<file path="src/hw/rtl/tra_pkg.sv">
// Shared types and constants of the teletext row attribute decoder.
package tra_pkg;

	// Number of display cells in one row; later cells decode as spaces.
	localparam int ROW_CELLS = 40;
	localparam int CNT_W = $clog2(ROW_CELLS + 1);
	typedef logic [CNT_W-1:0] cell_cnt_t;

	// Character codes with a fixed meaning.
	localparam logic [6:0] CODE_SPACE     = 7'h20;
	localparam logic [6:0] CODE_END_BOX   = 7'h0A;
	localparam logic [6:0] CODE_START_BOX = 7'h0B;

	// Column groups (bits 6:4 of the code).
	localparam logic [2:0] GRP_ALPHA  = 3'd0;
	localparam logic [2:0] GRP_MOSAIC = 3'd1;

	// Low nibbles of the controls in column 0.
	localparam logic [3:0] CTL_FLASH     = 4'h8;
	localparam logic [3:0] CTL_STEADY    = 4'h9;
	localparam logic [3:0] CTL_END_BOX   = 4'hA;
	localparam logic [3:0] CTL_START_BOX = 4'hB;

	// Low nibbles of the controls in column 1.
	localparam logic [3:0] CTL_CONCEAL  = 4'h8;
	localparam logic [3:0] CTL_CONTIG   = 4'h9;
	localparam logic [3:0] CTL_SEP      = 4'hA;
	localparam logic [3:0] CTL_ESC      = 4'hB;
	localparam logic [3:0] CTL_BLACK_BG = 4'hC;
	localparam logic [3:0] CTL_NEW_BG   = 4'hD;
	localparam logic [3:0] CTL_HOLD     = 4'hE;
	localparam logic [3:0] CTL_RELEASE  = 4'hF;

	// Configuration register indexes.
	localparam logic [1:0] REG_DEFAULT_SET   = 2'd0;
	localparam logic [1:0] REG_HAS_SECOND    = 2'd1;
	localparam logic [1:0] REG_SECOND_SET    = 2'd2;
	localparam logic [1:0] REG_SECOND_SUBSET = 2'd3;

	typedef struct packed {
		logic [3:0] default_set;
		logic       has_second;
		logic [3:0] second_set;
		logic [2:0] second_subset;
	} cfg_regs_t;

	localparam cfg_regs_t CFG_RESET = '{
		default_set: 4'd0, has_second: 1'b0, second_set: 4'd0, second_subset: 3'd0
	};

	// Spacing-attribute state carried from cell to cell along a row.
	typedef struct packed {
		logic [2:0] fg;
		logic [2:0] bg;
		logic       mosaic;
		logic       separated;
		logic       flash;
		logic       conceal;
		logic       box;
		logic       tall;
		logic       escape;
		logic [6:0] held;
		logic [6:0] last_code;
		logic       last_valid;
	} row_state_t;

	localparam row_state_t ROW_RESET = '{
		fg: 3'd7, bg: 3'd0, mosaic: 1'b0, separated: 1'b0, flash: 1'b0,
		conceal: 1'b0, box: 1'b0, tall: 1'b0, escape: 1'b0,
		held: CODE_SPACE, last_code: 7'd0, last_valid: 1'b0
	};

	// Decoded cell.
	typedef struct packed {
		logic [6:0] character;
		logic [2:0] foreground;
		logic [2:0] background;
		logic       mosaic;
		logic       separated;
		logic       flashing;
		logic       concealed;
		logic       in_box;
		logic       tall;
		logic       held_mark;
		logic [3:0] char_set;
		logic [2:0] option_subset;
	} cell_res_t;

endpackage

</file>
<file path="src/hw/rtl/tra_if.sv">
// Channel interfaces of the teletext row attribute decoder.
interface tra_in_if;
	logic       valid;
	logic       ready;
	logic [7:0] code_byte;
	logic       row_start;
	logic [2:0] page_option_subset;

	modport source (output valid, code_byte, row_start, page_option_subset, input ready);
	modport sink (input valid, code_byte, row_start, page_option_subset, output ready);
endinterface

interface tra_out_if;
	logic       valid;
	logic       ready;
	logic [6:0] character;
	logic [2:0] foreground;
	logic [2:0] background;
	logic       mosaic;
	logic       separated;
	logic       flashing;
	logic       concealed;
	logic       in_box;
	logic       tall;
	logic       held_mark;
	logic [3:0] char_set;
	logic [2:0] option_subset;

	modport source (
		output valid, character, foreground, background, mosaic, separated, flashing,
			concealed, in_box, tall, held_mark, char_set, option_subset,
		input ready
	);
	modport sink (
		input valid, character, foreground, background, mosaic, separated, flashing,
			concealed, in_box, tall, held_mark, char_set, option_subset,
		output ready
	);
endinterface

interface tra_cfg_if;
	logic       valid;
	logic       ready;
	logic [1:0] index;
	logic [3:0] data;

	modport source (output valid, index, data, input ready);
	modport sink (input valid, index, data, output ready);
endinterface

</file>
<file path="src/hw/rtl/tra_decode.sv">
// Per-cell decode: attributes of one cell and the row state it leaves behind.
module tra_decode
	import tra_pkg::*;
(
	input  row_state_t st,
	input  logic [6:0] code,
	input  cfg_regs_t  cfg,
	input  logic [2:0] page_subset,
	output row_state_t nxt,
	output cell_res_t  res
);

	// Character set selection uses the escape state in force before this cell.
	always_comb begin
		nxt = st;
		res.character = CODE_SPACE;
		res.foreground = st.fg;
		res.background = st.bg;
		res.mosaic = st.mosaic;
		res.separated = st.separated;
		res.flashing = st.flash;
		res.concealed = st.conceal;
		res.in_box = st.box;
		res.tall = 1'b0;
		res.held_mark = 1'b0;
		if (st.escape && cfg.has_second) begin
			res.char_set = cfg.second_set;
			res.option_subset = cfg.second_subset;
		end else begin
			res.char_set = cfg.default_set;
			res.option_subset = page_subset;
		end

		case (code[6:4])
			GRP_ALPHA: begin
				// Alpha colours and controls act after the cell; steady and height also on it.
				if (!code[3]) begin
					nxt.fg = code[2:0];
					nxt.mosaic = 1'b0;
					nxt.conceal = 1'b0;
					nxt.held = CODE_SPACE;
				end else begin
					case (code[3:0])
						CTL_FLASH: nxt.flash = 1'b1;
						CTL_STEADY: begin
							nxt.flash = 1'b0;
							res.flashing = 1'b0;
						end
						CTL_END_BOX: begin
							if (st.last_valid && st.last_code == CODE_END_BOX) nxt.box = 1'b0;
						end
						CTL_START_BOX: begin
							if (st.last_valid && st.last_code == CODE_START_BOX) nxt.box = 1'b1;
						end
						default: begin
							nxt.tall = code[0];
							nxt.held = CODE_SPACE;
						end
					endcase
				end
				res.tall = nxt.tall;
			end
			GRP_MOSAIC: begin
				// Column 1 controls; mosaic colours show on the control cell.
				case (code[3:0])
					CTL_CONCEAL: begin
						nxt.conceal = 1'b1;
						res.concealed = 1'b1;
					end
					CTL_CONTIG: begin
						nxt.separated = 1'b0;
						res.separated = 1'b0;
					end
					CTL_SEP: begin
						nxt.separated = 1'b1;
						res.separated = 1'b1;
					end
					CTL_ESC: begin
						if (cfg.has_second) nxt.escape = !st.escape;
					end
					CTL_BLACK_BG: begin
						nxt.bg = 3'd0;
						res.background = 3'd0;
					end
					CTL_NEW_BG: begin
						nxt.bg = st.fg;
						res.background = st.fg;
					end
					CTL_HOLD: begin
						res.character = st.held;
						res.held_mark = 1'b1;
					end
					CTL_RELEASE: ;
					default: begin
						nxt.fg = code[2:0];
						nxt.mosaic = 1'b1;
						nxt.conceal = 1'b0;
					end
				endcase
				res.mosaic = nxt.mosaic;
				res.foreground = nxt.fg;
			end
			default: begin
				// Printable cell: mosaics load the held code, capitals blast through.
				res.character = code;
				if (st.mosaic && code[5]) begin
					nxt.held = code;
					res.held_mark = 1'b1;
				end else if (st.mosaic && code[6:5] == 2'b10) begin
					res.mosaic = 1'b0;
				end
			end
		endcase

		nxt.last_code = code;
		nxt.last_valid = 1'b1;
	end

endmodule

</file>
<file path="src/hw/rtl/teletext_row_attribute_decoder_top.sv">
// Top level of the teletext row attribute decoder.
// The block takes one display byte per word on in_ch, with a row-start flag
// and the page's option subset, and returns one decoded cell per word on
// out_ch: character, colours, attribute flags, character set and subset.
// cfg_ch writes the four character-set registers and is always ready; the
// user must write it only while no word is in flight; the block does not enforce it.
// Each input word is registered in stage one, decoded against the row state
// in a single pass of logic and registered into the output stage when that
// stage is empty or taken. One word can be accepted in every cycle while
// out_ch does not stall; the row state and cell counter registers carry
// state from cell to cell.
// When out_ch stalls, the output word holds, stage one fills, and then
// in_ch.ready drops until the receiver takes the held word.
// Reset clears both stages, the row state and the configuration registers;
// the row state also returns to its reset value on every row-start word.
module teletext_row_attribute_decoder_top
	import tra_pkg::*;
(
	input  logic      clk,
	input  logic      arst_n,
	tra_in_if.sink    in_ch,
	tra_out_if.source out_ch,
	tra_cfg_if.sink   cfg_ch
);

	logic       in_valid_s1;
	logic [6:0] code_s1;
	logic       row_start_s1;
	logic [2:0] subset_s1;
	logic       out_valid_s2;
	cell_res_t  res_s2;
	row_state_t row_q;
	cell_cnt_t  cnt_q;
	cfg_regs_t  cfg_q;

	logic       advance;
	logic       fire;
	row_state_t row_base;
	row_state_t row_next;
	cell_cnt_t  cnt_base;
	cell_cnt_t  cnt_next;
	logic [6:0] code_eff;
	cell_res_t  res_next;

	// Configuration writes; the channel never stalls.
	assign cfg_ch.ready = 1'b1;

	always_ff @(posedge clk or negedge arst_n) begin
		if (!arst_n) begin
			cfg_q <= CFG_RESET;
		end else if (cfg_ch.valid) begin
			case (cfg_ch.index)
				REG_DEFAULT_SET: cfg_q.default_set <= cfg_ch.data;
				REG_HAS_SECOND: cfg_q.has_second <= cfg_ch.data[0];
				REG_SECOND_SET: cfg_q.second_set <= cfg_ch.data;
				REG_SECOND_SUBSET: cfg_q.second_subset <= cfg_ch.data[2:0];
				default: ;
			endcase
		end
	end

	// Handshake: stage one moves on when the output stage is empty or taken.
	assign advance = !out_valid_s2 || out_ch.ready;
	assign fire = in_valid_s1 && advance;
	assign in_ch.ready = !in_valid_s1 || advance;

	// Row state as seen by this cell, with the row-start reset applied first.
	always_comb begin
		row_base = row_start_s1 ? ROW_RESET : row_q;
		cnt_base = row_start_s1 ? '0 : cnt_q;
		code_eff = (cnt_base >= cell_cnt_t'(ROW_CELLS)) ? CODE_SPACE : code_s1;
		cnt_next = (cnt_base < cell_cnt_t'(ROW_CELLS)) ? cnt_base + 1'b1 : cnt_base;
	end

	tra_decode u_decode (
		.st         (row_base),
		.code       (code_eff),
		.cfg        (cfg_q),
		.page_subset(subset_s1),
		.nxt        (row_next),
		.res        (res_next)
	);

	// Control registers: stage valids, row state and cell counter.
	always_ff @(posedge clk or negedge arst_n) begin
		if (!arst_n) begin
			in_valid_s1 <= 1'b0;
			out_valid_s2 <= 1'b0;
			row_q <= ROW_RESET;
			cnt_q <= '0;
		end else begin
			if (in_ch.ready) in_valid_s1 <= in_ch.valid;
			if (advance) out_valid_s2 <= in_valid_s1;
			if (fire) begin
				row_q <= row_next;
				cnt_q <= cnt_next;
			end
		end
	end

	// Payload registers.
	always_ff @(posedge clk) begin
		if (in_ch.ready && in_ch.valid) begin
			code_s1 <= in_ch.code_byte[6:0];
			row_start_s1 <= in_ch.row_start;
			subset_s1 <= in_ch.page_option_subset;
		end
		if (fire) res_s2 <= res_next;
	end

	// Output word.
	assign out_ch.valid = out_valid_s2;
	assign out_ch.character = res_s2.character;
	assign out_ch.foreground = res_s2.foreground;
	assign out_ch.background = res_s2.background;
	assign out_ch.mosaic = res_s2.mosaic;
	assign out_ch.separated = res_s2.separated;
	assign out_ch.flashing = res_s2.flashing;
	assign out_ch.concealed = res_s2.concealed;
	assign out_ch.in_box = res_s2.in_box;
	assign out_ch.tall = res_s2.tall;
	assign out_ch.held_mark = res_s2.held_mark;
	assign out_ch.char_set = res_s2.char_set;
	assign out_ch.option_subset = res_s2.option_subset;

`ifndef ASSERT_OFF
	// Double height is only reported on column 0 control cells, which show a space.
	a_tall_space: assert property (@(posedge clk) disable iff (!arst_n)
		out_valid_s2 && res_s2.tall |-> res_s2.character == CODE_SPACE)
		else $error("tall cell with a non-space character");

	// The cell counter saturates at the row length.
	a_cnt_range: assert property (@(posedge clk) disable iff (!arst_n)
		cnt_q <= cell_cnt_t'(ROW_CELLS))
		else $error("cell counter beyond the row length");

	// Without a second set every cell uses the default set.
	a_default_set: assert property (@(posedge clk) disable iff (!arst_n)
		out_valid_s2 && !cfg_q.has_second |-> res_s2.char_set == cfg_q.default_set)
		else $error("second set used while none is configured");

	// A word in stage one that cannot move on stays put.
	a_s1_hold: assert property (@(posedge clk) disable iff (!arst_n)
		in_valid_s1 && !advance |=> in_valid_s1 && $stable(code_s1))
		else $error("stage one lost or changed a stalled word");
`endif

endmodule
</file>
<file path="src/flat_wrapper.sv">
// flat-port wrapper written by rule: the top's interface ports become plain ports
module teletext_row_attribute_decoder_top_flat import tra_pkg::*;
  (clk, arst_n, in_ch_valid, in_ch_code_byte, in_ch_row_start, in_ch_page_option_subset, in_ch_ready, out_ch_valid, out_ch_character, out_ch_foreground, out_ch_background, out_ch_mosaic, out_ch_separated, out_ch_flashing, out_ch_concealed, out_ch_in_box, out_ch_tall, out_ch_held_mark, out_ch_char_set, out_ch_option_subset, out_ch_ready, cfg_ch_valid, cfg_ch_index, cfg_ch_data, cfg_ch_ready);
  tra_in_if in_ch_i ();
  tra_out_if out_ch_i ();
  tra_cfg_if cfg_ch_i ();
  input  logic clk;
  input  logic arst_n;
  input wire logic [$bits(in_ch_i.valid)-1:0] in_ch_valid;
  input wire logic [$bits(in_ch_i.code_byte)-1:0] in_ch_code_byte;
  input wire logic [$bits(in_ch_i.row_start)-1:0] in_ch_row_start;
  input wire logic [$bits(in_ch_i.page_option_subset)-1:0] in_ch_page_option_subset;
  output wire logic [$bits(in_ch_i.ready)-1:0] in_ch_ready;
  output wire logic [$bits(out_ch_i.valid)-1:0] out_ch_valid;
  output wire logic [$bits(out_ch_i.character)-1:0] out_ch_character;
  output wire logic [$bits(out_ch_i.foreground)-1:0] out_ch_foreground;
  output wire logic [$bits(out_ch_i.background)-1:0] out_ch_background;
  output wire logic [$bits(out_ch_i.mosaic)-1:0] out_ch_mosaic;
  output wire logic [$bits(out_ch_i.separated)-1:0] out_ch_separated;
  output wire logic [$bits(out_ch_i.flashing)-1:0] out_ch_flashing;
  output wire logic [$bits(out_ch_i.concealed)-1:0] out_ch_concealed;
  output wire logic [$bits(out_ch_i.in_box)-1:0] out_ch_in_box;
  output wire logic [$bits(out_ch_i.tall)-1:0] out_ch_tall;
  output wire logic [$bits(out_ch_i.held_mark)-1:0] out_ch_held_mark;
  output wire logic [$bits(out_ch_i.char_set)-1:0] out_ch_char_set;
  output wire logic [$bits(out_ch_i.option_subset)-1:0] out_ch_option_subset;
  input wire logic [$bits(out_ch_i.ready)-1:0] out_ch_ready;
  input wire logic [$bits(cfg_ch_i.valid)-1:0] cfg_ch_valid;
  input wire logic [$bits(cfg_ch_i.index)-1:0] cfg_ch_index;
  input wire logic [$bits(cfg_ch_i.data)-1:0] cfg_ch_data;
  output wire logic [$bits(cfg_ch_i.ready)-1:0] cfg_ch_ready;
  assign in_ch_i.valid = in_ch_valid;
  assign in_ch_i.code_byte = in_ch_code_byte;
  assign in_ch_i.row_start = in_ch_row_start;
  assign in_ch_i.page_option_subset = in_ch_page_option_subset;
  assign in_ch_ready = in_ch_i.ready;
  assign out_ch_valid = out_ch_i.valid;
  assign out_ch_character = out_ch_i.character;
  assign out_ch_foreground = out_ch_i.foreground;
  assign out_ch_background = out_ch_i.background;
  assign out_ch_mosaic = out_ch_i.mosaic;
  assign out_ch_separated = out_ch_i.separated;
  assign out_ch_flashing = out_ch_i.flashing;
  assign out_ch_concealed = out_ch_i.concealed;
  assign out_ch_in_box = out_ch_i.in_box;
  assign out_ch_tall = out_ch_i.tall;
  assign out_ch_held_mark = out_ch_i.held_mark;
  assign out_ch_char_set = out_ch_i.char_set;
  assign out_ch_option_subset = out_ch_i.option_subset;
  assign out_ch_i.ready = out_ch_ready;
  assign cfg_ch_i.valid = cfg_ch_valid;
  assign cfg_ch_i.index = cfg_ch_index;
  assign cfg_ch_i.data = cfg_ch_data;
  assign cfg_ch_ready = cfg_ch_i.ready;
  teletext_row_attribute_decoder_top u_core (.clk(clk), .arst_n(arst_n), .in_ch(in_ch_i), .out_ch(out_ch_i), .cfg_ch(cfg_ch_i));
endmodule
</file>
<file path="config.mk">
export PLATFORM = sky130hd
export DESIGN_NAME = teletext_row_attribute_decoder_top_flat
export DESIGN_NICKNAME = d
export VERILOG_FILES = /design/src/hw/rtl/tra_pkg.sv /design/src/hw/rtl/tra_if.sv /design/src/hw/rtl/tra_decode.sv /design/src/hw/rtl/teletext_row_attribute_decoder_top.sv /design/src/flat_wrapper.sv
export SDC_FILE = /design/constraint.sdc
export NUM_CORES = 1
export LEC_CHECK = 0
export ABC_CLOCK_PERIOD_IN_PS = 3000
export BUFFER_PORTS_ARGS = -buffer_cell sky130_fd_sc_hd__clkbuf_2
export CAP_MARGIN = 20
export CORE_MARGIN = 3
export CORE_UTILIZATION = 40
export CTS_CLUSTER_SIZE = 25
export DETAILED_ROUTE_END_ITERATION = 8
export HOLD_SLACK_MARGIN = 0.12
export PLACE_DENSITY = 0.58
export SYNTH_ARGS = -nofsm -noshare
export SYNTH_HDL_FRONTEND = slang
export SYNTH_SLANG_ARGS = --single-unit
</file>
<file path="constraint.sdc">
create_clock -name clk -period 3 [get_ports clk]
set_clock_uncertainty 0.1 [all_clocks]
set_input_delay 0.15 -clock clk [delete_from_list [all_inputs] [get_ports clk]]
set_output_delay 0.15 -clock clk [all_outputs]
set_load 0.02 [all_outputs]
</file>
# After elaboration in Yosys (flattened, before gate mapping)
# Index checks and enable logic that the tools add are counted.
[op_classes] n_addsub=1 n_eq_ne=15 n_reduce_logical=21 magnitude_cmp=2 muxes=48
[ops] cell="$mux 7" n=6
[ops] cell="$eq 4x4->1 const B" n=8
[ops] cell="$mux 28" n=1
[ops] cell="$pmux 7 s2" n=2
[ops] cell="$mux 1" n=21
[ops] cell="$mux 6" n=3
[ops] cell="$pmux 1 s2" n=8
[ops] cell="$eq 7x4->1 const B" n=2
[ops] cell="$pmux 3 s2" n=2
[ops] cell="$mux 3" n=3
[ops] cell="$reduce_and 2->1" n=4
[ops] cell="$reduce_or 8->1" n=1
[ops] cell="$logic_and 1x1->1" n=7
[ops] cell="$reduce_or 7->1" n=1
[ops] cell="$add 6x1->6 const B" n=1
[ops] cell="$eq 2x2->1 const B" n=3
[ops] cell="$ge 6x6->1 const B" n=1
[ops] cell="$lt 6x6->1 const B" n=1
[ops] cell="$mux 2" n=2
[ops] cell="$reduce_or 4->1" n=1
[ops] cell="$eq 3x1->1 const B" n=1
[ops] cell="$logic_not 1->1" n=3
[ops] cell="$logic_not 3->1" n=1
[ops] cell="$eq 2x1->1 const B" n=1
[ops] cell="other kinds (2)" n=3
[totals] in_bits=23 output_inout_bits=30 register_bits=86 elab_cells=121

# Longest topological paths before layout
# Gate-level depths: netlist of the first run.
[logic_depth] word_depth=8 mapped_depth=7 mapped_depth_nobuf=7

# By module
# A second synthesis of the first run with hierarchy kept.
[hier_totals] cells_unflattened=390 area_unflattened_um2=4195.3
[by_module_without_submodules] module="teletext_row_attribute_decoder_top" area_per_inst_um2=3368.2 n_inst=1 cells_per_inst=269 seq_area_each_um2=2347.3
[by_module_without_submodules] module="tra_decode" area_per_inst_um2=827.0 n_inst=1 cells_per_inst=121 seq_area_each_um2=0.0

# Worst setup path before layout of the first run
# Ideal clock, no wire load.
[synth_timing] kind="register to register" startpoint="register u_core.out_valid_s2 (netlist: u_core.out_ch.valid)" endpoint="register u_core.cnt_q[0]" path_buffers=0 t_arrival_ns=1.872 required_time_ns=2.775 slack_ns=0.904 setup_time_ns=0.125 period_less_slack_ns=2.096 path_stages_with_launch=6 path_cell_list="dfrtp_1 or2b_2 nand2_1 inv_1 nand2_1 mux2_2"
[synth_via] elab_chain_cells=3
[synth_lines] element="from (decl)" line_no="teletext_row_attribute_decoder_top.sv:30" text="logic out_valid_s2;"
[synth_lines] element="from (signal assigned)" line_no="teletext_row_attribute_decoder_top.sv:93" text="if (advance) out_valid_s2 <= in_valid_s1;"
[synth_lines] element="$logic_not 1->1" line_no="teletext_row_attribute_decoder_top.sv:63" text="assign advance = !out_valid_s2 || out_ch.ready;"
[synth_lines] element="$logic_or 1x1->1" line_no="teletext_row_attribute_decoder_top.sv:63"
[synth_lines] element="$logic_and 1x1->1" line_no="teletext_row_attribute_decoder_top.sv:64" text="assign fire = in_valid_s1 && advance;"
[synth_lines] element="named net u_core.fire" line_no="teletext_row_attribute_decoder_top.sv:37" text="logic fire;"
[synth_lines] element="to (signal assigned)" line_no="teletext_row_attribute_decoder_top.sv:96" text="cnt_q <= cnt_next;"
[synth_lines] element="to (decl)" line_no="teletext_row_attribute_decoder_top.sv:33" text="cell_cnt_t cnt_q;"
# The timed path passes the listed nets, and every way through them passes these cells.
# A chain may end at the register's enable or synchronous reset.

# Final worst setup path of the first run
[layout_timing] startpoint="register u_core.row_start_s1" endpoint="register u_core.row_q[17] (netlist bit)"
[layout_via] elab_chain_cells=7 elab_cells_between_ends=16 cone_classes="1 x order compare; 4 x eq/ne; 8 x mux; 3 x reduce/logical"
[layout_lines] element="from (decl)" line_no="teletext_row_attribute_decoder_top.sv:28" text="logic row_start_s1;"
[layout_lines] element="from (signal assigned)" line_no="teletext_row_attribute_decoder_top.sv:105" text="row_start_s1 <= in_ch.row_start;"
[layout_lines] element="$mux 6 / $mux 28 (equally long branches)" line_no="teletext_row_attribute_decoder_top.sv:70, teletext_row_attribute_decoder_top.sv:69"
[layout_lines] element="$ge 6x6->1 (tied with other cells)" line_no="teletext_row_attribute_decoder_top.sv:71" text="code_eff = (cnt_base >= cell_cnt_t'(ROW_CELLS)) ? CODE_SPACE : code_s1;"
[layout_lines] element="$mux 7 (tied with other cells)" line_no="teletext_row_attribute_decoder_top.sv:71"
[layout_lines] element="$eq 4x4->1 (tied with other cells)" line_no="tra_decode.sv:43" text="case (code[3:0])"
[layout_lines] element="$pmux 1 s2" line_no="tra_decode.sv:43"
[layout_lines] element="$mux 2" line_no="tra_decode.sv:37" text="if (!code[3]) begin"
[layout_lines] element="$mux 2 (*)" line_no="tra_decode.sv:34" text="case (code[6:4])"
[layout_lines] element="to (signal assigned)" line_no="teletext_row_attribute_decoder_top.sv:95" text="row_q <= row_next;"
[layout_lines] element="to (decl)" line_no="teletext_row_attribute_decoder_top.sv:32" text="row_state_t row_q;"
# Every way passes the cells marked *; elsewhere a longest branch is shown, timed or not.

==> results.toml, run 1 <==
[synth]
synthesis.nets = 327
syn_area_sq_um = 3774
syn_inst = 301
yosysUniqueCellTypes = 54
async_flop_share_pct = 55.81
synth_edf_count = 38
synth_top_cells_by_count = "44 x dfrtp_1, 38 x edfxtp_1, 32 x nand2_1"
yosysWarningCount = 0
syn_avg_cell_area_sq_um = 12.54
synth_top_area_cell = "edfxtp_1"
synth_top_area_share_pct = 30.24
seq_area_frac_synth_pct = 62.20
synth_flop_cell = "dfrtp_1"
ys_seq_elements = 86
synthTopCellsByArea = "edfxtp_1 30%, dfrtp_1 29%, mux2_2 6.3%, o2bb2ai_1 3.2%, nand2_1 3.2%"
synth_most_common_cell = "dfrtp_1"

[placement]
port_buffers = 50
place.gp.congestion = 0.8119
dp_hpwl_um = 5496

[route]
viasPerCell = 5.394
routed_wl_um = 7911
drc_errors = 0
routedWlPerCell_um = 16.31
first_pass_iters = 4
postRouteAntennaNets = 0
vias = 2616
dr.first_iter.drc_count = 169

[clock_network]
cts_sinks = 86
post_cts_buffers = 0
clkLatencyLatePin_ns = 0.35
clock_path_buffers = 2
htreeDepth = 3
cts_root_buf = "clkbuf_8"
cts_made_buffers = 9
cts-resized-gates = 0
clkSlewWorstSetupHoldPaths_ns = 0.09
cts_tree = "built"

[die]
die_area_sq_um = 10640
core_region_area_sq_um = 8934
num_rows = 34
die_w_um = 103.1
start_util_pct = 42.24
io_pins = 53
die_height_um = 103.1

[critical_path]
arrival_ns = 2.30
critical_path_class = "register to register"
crit_fanout = 14
endpoint_kind = "register"
cp-start-kind = "register"
worstPathRequired_ns = 3.14

[timing]
rsz0062_at_grt = "false"
worstMarginPinSlew_ns = 0.7100
min_period_ns = 2.168
fin_crit_sh_pct = 72.27
fin_tns_setup_ns = 0
relSlewSlack_pct = 52.56
fmax_mhz = 461.2
hold_viol = 0
maxSlewViolCount = 0
setup_viol = 0
whs_ns = 0.2516

[final_layout]
n_antenna_cell = 0
fin_util_pct = 50.64
nNetsFinal = 399
drive_gt1_share_pct = 27.32
area.growth.synth_to_final_pct = 19.89

[run]
maxCapViolations = 0

[grt]
grt_max_degree = 27
grt-ovfl-total = 0
grt_pass1_vias = 2601
antenna_found_initial = 0
grt_first_pass_wirelength_um = 13120
grt_usage_pct = 16.24

[pwr]
power.density_nw_per_um2 = 597.1
leakage_uw = 0.001848
total_power_uw = 2702
irDropWorstVdd_mv = 0.3445

[outcome]
status = "finished, final reports clean"

[worst_hold_path]
worstHoldPathType = "input port to async pin"
## power breakdown
part	leakage (uW)	switching, uW	internal, uW
logic	0.000790	217	178
registers	0.000959	102	1380
clock network	0.0000991	418	405
## registers in the layout, indices dropped and copies added, names as in the netlist, 3 cells and up
| signal | flops |
|---|---|
| u_core.cfg_q | 12 |
| u_core.cnt_q | 6 |
| u_core.code_s1 | 7 |
| u_core.out_ch.background | 3 |
| u_core.out_ch.char_set | 4 |
| u_core.out_ch.character | 7 |
| u_core.out_ch.foreground | 3 |
| u_core.out_ch.option_subset | 3 |
| u_core.row_q | 28 |
| u_core.subset_s1 | 3 |
## critical path, cell delays in order, from the launching register on
cell	delay (ns)
edfxtp_1	0.64
inv_1	0.27
nand2_1	0.43
nand2_1	0.20
o41ai_1	0.40
## final timing paths
path                                          start  slack [ns]  cells after the start                  end
worst max register to register  u_core.row_start_s1        0.83                      4     u_core.row_q[17]
max in group asynchronous                    arst_n        1.77                      3  u_core.out_ch.valid
min in group clk                    u_core.row_q[0]        0.38                      1      u_core.row_q[0]
worst min-delay path                         arst_n        0.25                      2      u_core.cfg_q[9]
worst min register to register      u_core.row_q[0]        0.38                      1      u_core.row_q[0]
worst max-delay path            u_core.row_start_s1        0.83                      4     u_core.row_q[17]
## routing by layer
layer  track usage, %  up-vias  wire length, um
li1                 -     1259                -
met3            3.112        8              330
met5                0        -                0
met2            25.21       74             3814
met1            22.66     1275             3658
met4            6.175        0              108
## placed cells by master (no fill, tap or decap), types with 3 or more instances in the layout
| cell type | n |
|---|---|
| clkbuf_8 | 10 |
| a31oi_1 | 3 |
| dlygate4sd3_1 | 22 |
| o2111ai_1 | 3 |
| nand2b_1 | 5 |
| a21oi_1 | 7 |
| nor2b_1 | 5 |
| o22a_1 | 3 |
| mux2_2 | 21 |
| dfrtp_1 | 44 |
| edfxtp_1 | 38 |
| o21ai_0 | 22 |
| o2bb2ai_1 | 14 |
| nor3_1 | 4 |
| nand2_1 | 32 |
| dfstp_2 | 4 |
| o31ai_1 | 3 |
| ha_1 | 3 |
| mux2i_1 | 4 |
| nand3_1 | 8 |
| nor2_1 | 9 |
| inv_1 | 11 |
| buf_4 | 6 |
| clkbuf_2 | 50 |
| nand4_1 | 4 |
## per-stage QoR
stage | instance area, sq um | cells | worst slack (ns)
floorplan | 3774 | 301 | 0.9036
global placement | 4109 | 448 | 0.9376
detailed placement | 4109 | 448 | 0.8498
CTS | 4524 | 485 | 0.8241
global route | 4524 | 485 | 0.6353
finish | 4524 | 485 | 0.8319
## kinds of logic (layout without fill, tap and decap cells)
kind of cell,count (synthesis),count (layout),share of synthesized area (%)
buffers and inverters,28,104,3.614
muxes,25,25,7.328
AOI/OAI and AO/OA,72,72,13.40
and+or+nand+nor,86,86,12.37
DFF,86,86,62.20
other,1,1,0.09937
adders and majority gates,3,3,0.9948
## area by class of cell
cell class                 count  area (sq um)
sequential                    86          2347
fill                         792          4409
multi-input combinational    187          1290
clock buffer                  10         137.6
clock inverter                 5         57.56
inverter                      11         41.29
tap                          108         135.1
timing repair buffer          78         515.5
## repair_timing
item                                   in CTS  in global routing
setup endpoints to repair                   0                  0
endpoints found under the hold margin      46                  0
hold buffers                               22                  0
(Power assumes the default switching activity.)
==> inputs of run 2 (changes only) <==
--- a/config.mk
+++ b/config.mk
@@ -5,7 +5,7 @@
 export SDC_FILE = /design/constraint.sdc
 export NUM_CORES = 1
 export LEC_CHECK = 0
-export ABC_CLOCK_PERIOD_IN_PS = 3000
+export ABC_CLOCK_PERIOD_IN_PS = 2150
 export BUFFER_PORTS_ARGS = -buffer_cell sky130_fd_sc_hd__clkbuf_2
 export CAP_MARGIN = 20
 export CORE_MARGIN = 3
==> constraint.sdc (replaced) <==
create_clock -name clk -period 2.15 [get_ports clk]
set_clock_uncertainty 0.1 [all_clocks]
set_input_delay 0.1075 -clock clk [delete_from_list [all_inputs] [get_ports clk]]
set_output_delay 0.1075 -clock clk [all_outputs]
set_load 0.02 [all_outputs]
==> run 2 against run 1 <==
Sequential cell count did not move. Clock power up 30%. Cell area is 2.3% higher. Worst hold slack worse by 0.10 ns. Critical path depth stayed put. Count of clock-buffer cells in the layout stayed put. Sequential share of layout area decreased by 1.2 points. Core utilization increased by 1.2 points. Sequential power up 39%. Via count grew 2.3%. Critical path type unchanged. Largest cell class unchanged. Highest routed layer unchanged.
==> results.toml, run 2 (synthesized netlist as in run 1, its figures left out) <==
[outcome]
status = "finished, final reports clean"

[critical_path]
rr_worst_depth = 4
endpoint_kind = "register"
slowest_stage = "or4_4"
r2r_start = "u_core.code_s1[5]"
crit_fanout = 6
arrival_ns = 2.15
worstPathRequired_ns = 2.32
cp-start-kind = "register"
rrSetupSlack_ns = 0.18
critical_path.max_stage_delay_ns = 0.56
critical_path_class = "register to register"
crit_path_cell_trace = "nor3b_4 > o21ai_2 > or4_4 > o2bb2ai_1"
worstReg2RegEnd = "u_core.row_q[22]"

[pwr]
leakage_uw = 0.001907
irDropWorstVdd_mv = 0.3455
power.density_nw_per_um2 = 805.2
total_power_uw = 3727

[clock_network]
clkLatencyLatePin_ns = 0.35
htreeDepth = 3
cts_sinks = 86
cts_tree = "built"
cts_made_buffers = 9
cts_root_buf = "clkbuf_8"
clock_path_buffers = 2
clkSlewWorstSetupHoldPaths_ns = 0.09

[final_layout]
largest_reg_flops = 28
fillers = 806
n_antenna_cell = 0
fin_util_pct = 51.81
nNetsFinal = 411
multi_input_area_sq_um = 1295
fin_area_sq_um = 4628
largestRegisters = "u_core.row_q (28), u_core.cfg_q (12)"
layout_common_cells = "50 x clkbuf_2, 44 x dfrtp_1, 38 x edfxtp_1, 32 x nand2_1, 24 x dlygate4sd3_1"
seq_area_sq_um = 2347
area.growth.synth_to_final_pct = 22.65
drive_gt1_share_pct = 29.49
final_common_cell = "clkbuf_2"
regMostFlops = "u_core.row_q"

[timing]
relSlewSlack_pct = 65.23
fmax_mhz = 507.2
setup_viol = 0
maxSlewViolCount = 0
min_period_ns = 1.972
worstMarginPinSlew_ns = 0.5215
hold_viol = 0
rsz0062_at_grt = "false"
whs_ns = 0.1507
fin_crit_sh_pct = 91.70
fin_tns_setup_ns = 0

[route]
vias = 2675
viasPerCell = 5.371
dr.first_iter.drc_count = 124
routed_wl_um = 7953
drc_errors = 0
postRouteAntennaNets = 0
first_pass_iters = 4
routedWlPerCell_um = 15.97

[die]
die_height_um = 103.1
start_util_pct = 42.24
io_pins = 53
core_region_area_sq_um = 8934
num_rows = 34
die_w_um = 103.1
die_area_sq_um = 10640

[grt]
grt_usage_pct = 16.49
grt_max_degree = 49
grt-ovfl-total = 0
grt_first_pass_wirelength_um = 13250
grtUsageMet3_pct = 4.465
grt_busiest_layer = "met2"
grt_pass1_vias = 2601
antenna_found_initial = 0
met1_usage_pct = 23.49
met2_usage_pct = 24.03

[worst_hold_path]
worstHoldPathType = "input port to async pin"

[placement]
placed_area_sq_um = 4197
dp_hpwl_um = 5572
port_buffers = 50
place.gp.congestion = 0.8130

[run]
maxCapViolations = 0
-- run 2: changes by cell type in the layout (fill, tap and decap cells not counted) --
cell / before / now
buf_4: 6 / 15
dlygate4sd3_1: 22 / 24
inv_6: 1 / 3
buf_12: 0 / 1
bufinv_16: 1 / 0
clkinv_2: 1 / 0
clkinv_4: 0 / 1
nor3b_1: 2 / 1
nor3b_2: 0 / 1
-- run 2: timing repair --
action                     4_1_cts  5_1_grt
setup endpoints to repair        0        1
gates resized for setup          0        1
hold endpoints to repair        74        0
buffers inserted                 0        0
hold buffers                    24        0
-- run 2: how the worst max path moves through the flow --
stage | start | endpoint | slack (ns)
2_1_floorplan | u_core.out_ch.valid | u_core.cnt_q[0] | 0.05
3_3_place_gp | u_core.code_s1[5] | u_core.row_q[23] | 0.24
3_5_place_dp | u_core.code_s1[5] | u_core.row_q[24] | 0.20
4_1_cts | cfg_ch_index[1] | u_core.cfg_q[11] | 0.02
5_1_grt | u_core.code_s1[5] | u_core.row_q[22] | 0.05
6_report | u_core.code_s1[5] | u_core.row_q[22] | 0.18
-- run 2: through the flow --
step | setup slack [ns] | cells
after floorplan | 0.05355 | 301
after global placement | 0.2432 | 458
after detailed placement | 0.2038 | 458
after CTS | 0.02085 | 498
after global routing | 0.05016 | 498
final | 0.1784 | 498
-- run 2: per-layer routing --
| layer | part of all wire [%] | vias up |
|---|---|---|
| li1 | - | 1290 |
| met1 | 47 | 1290 |
| met2 | 45 | 80 |
| met3 | 5.7 | 15 |
| met4 | 1.8 | 0 |
| met5 | 0 | - |
-- run 2: final cells by class --
cell class	instances	area share, %
Tap cell	108	2.920
Multi-Input combinational cell	187	27.98
Clock buffer	10	2.974
Clock inverter	6	1.054
Timing Repair Buffer	90	13.46
Inverter	11	0.8921
Sequential cell	86	50.72
-- run 2: critical path, delay by kind of cell, from the launching register on --
family           cells  cell delay, ns
AND/OR/NAND/NOR      2            0.95
flip-flops           1            0.51
AO/OA/AOI/OAI        2            0.32
-- run 2: where the power goes --
part           switching [uW]  internal [uW]  total, uW
sequential                134           1930       2060
clock                     605            467       1070
combinational             322            273        595
total                    1060           2670       3730
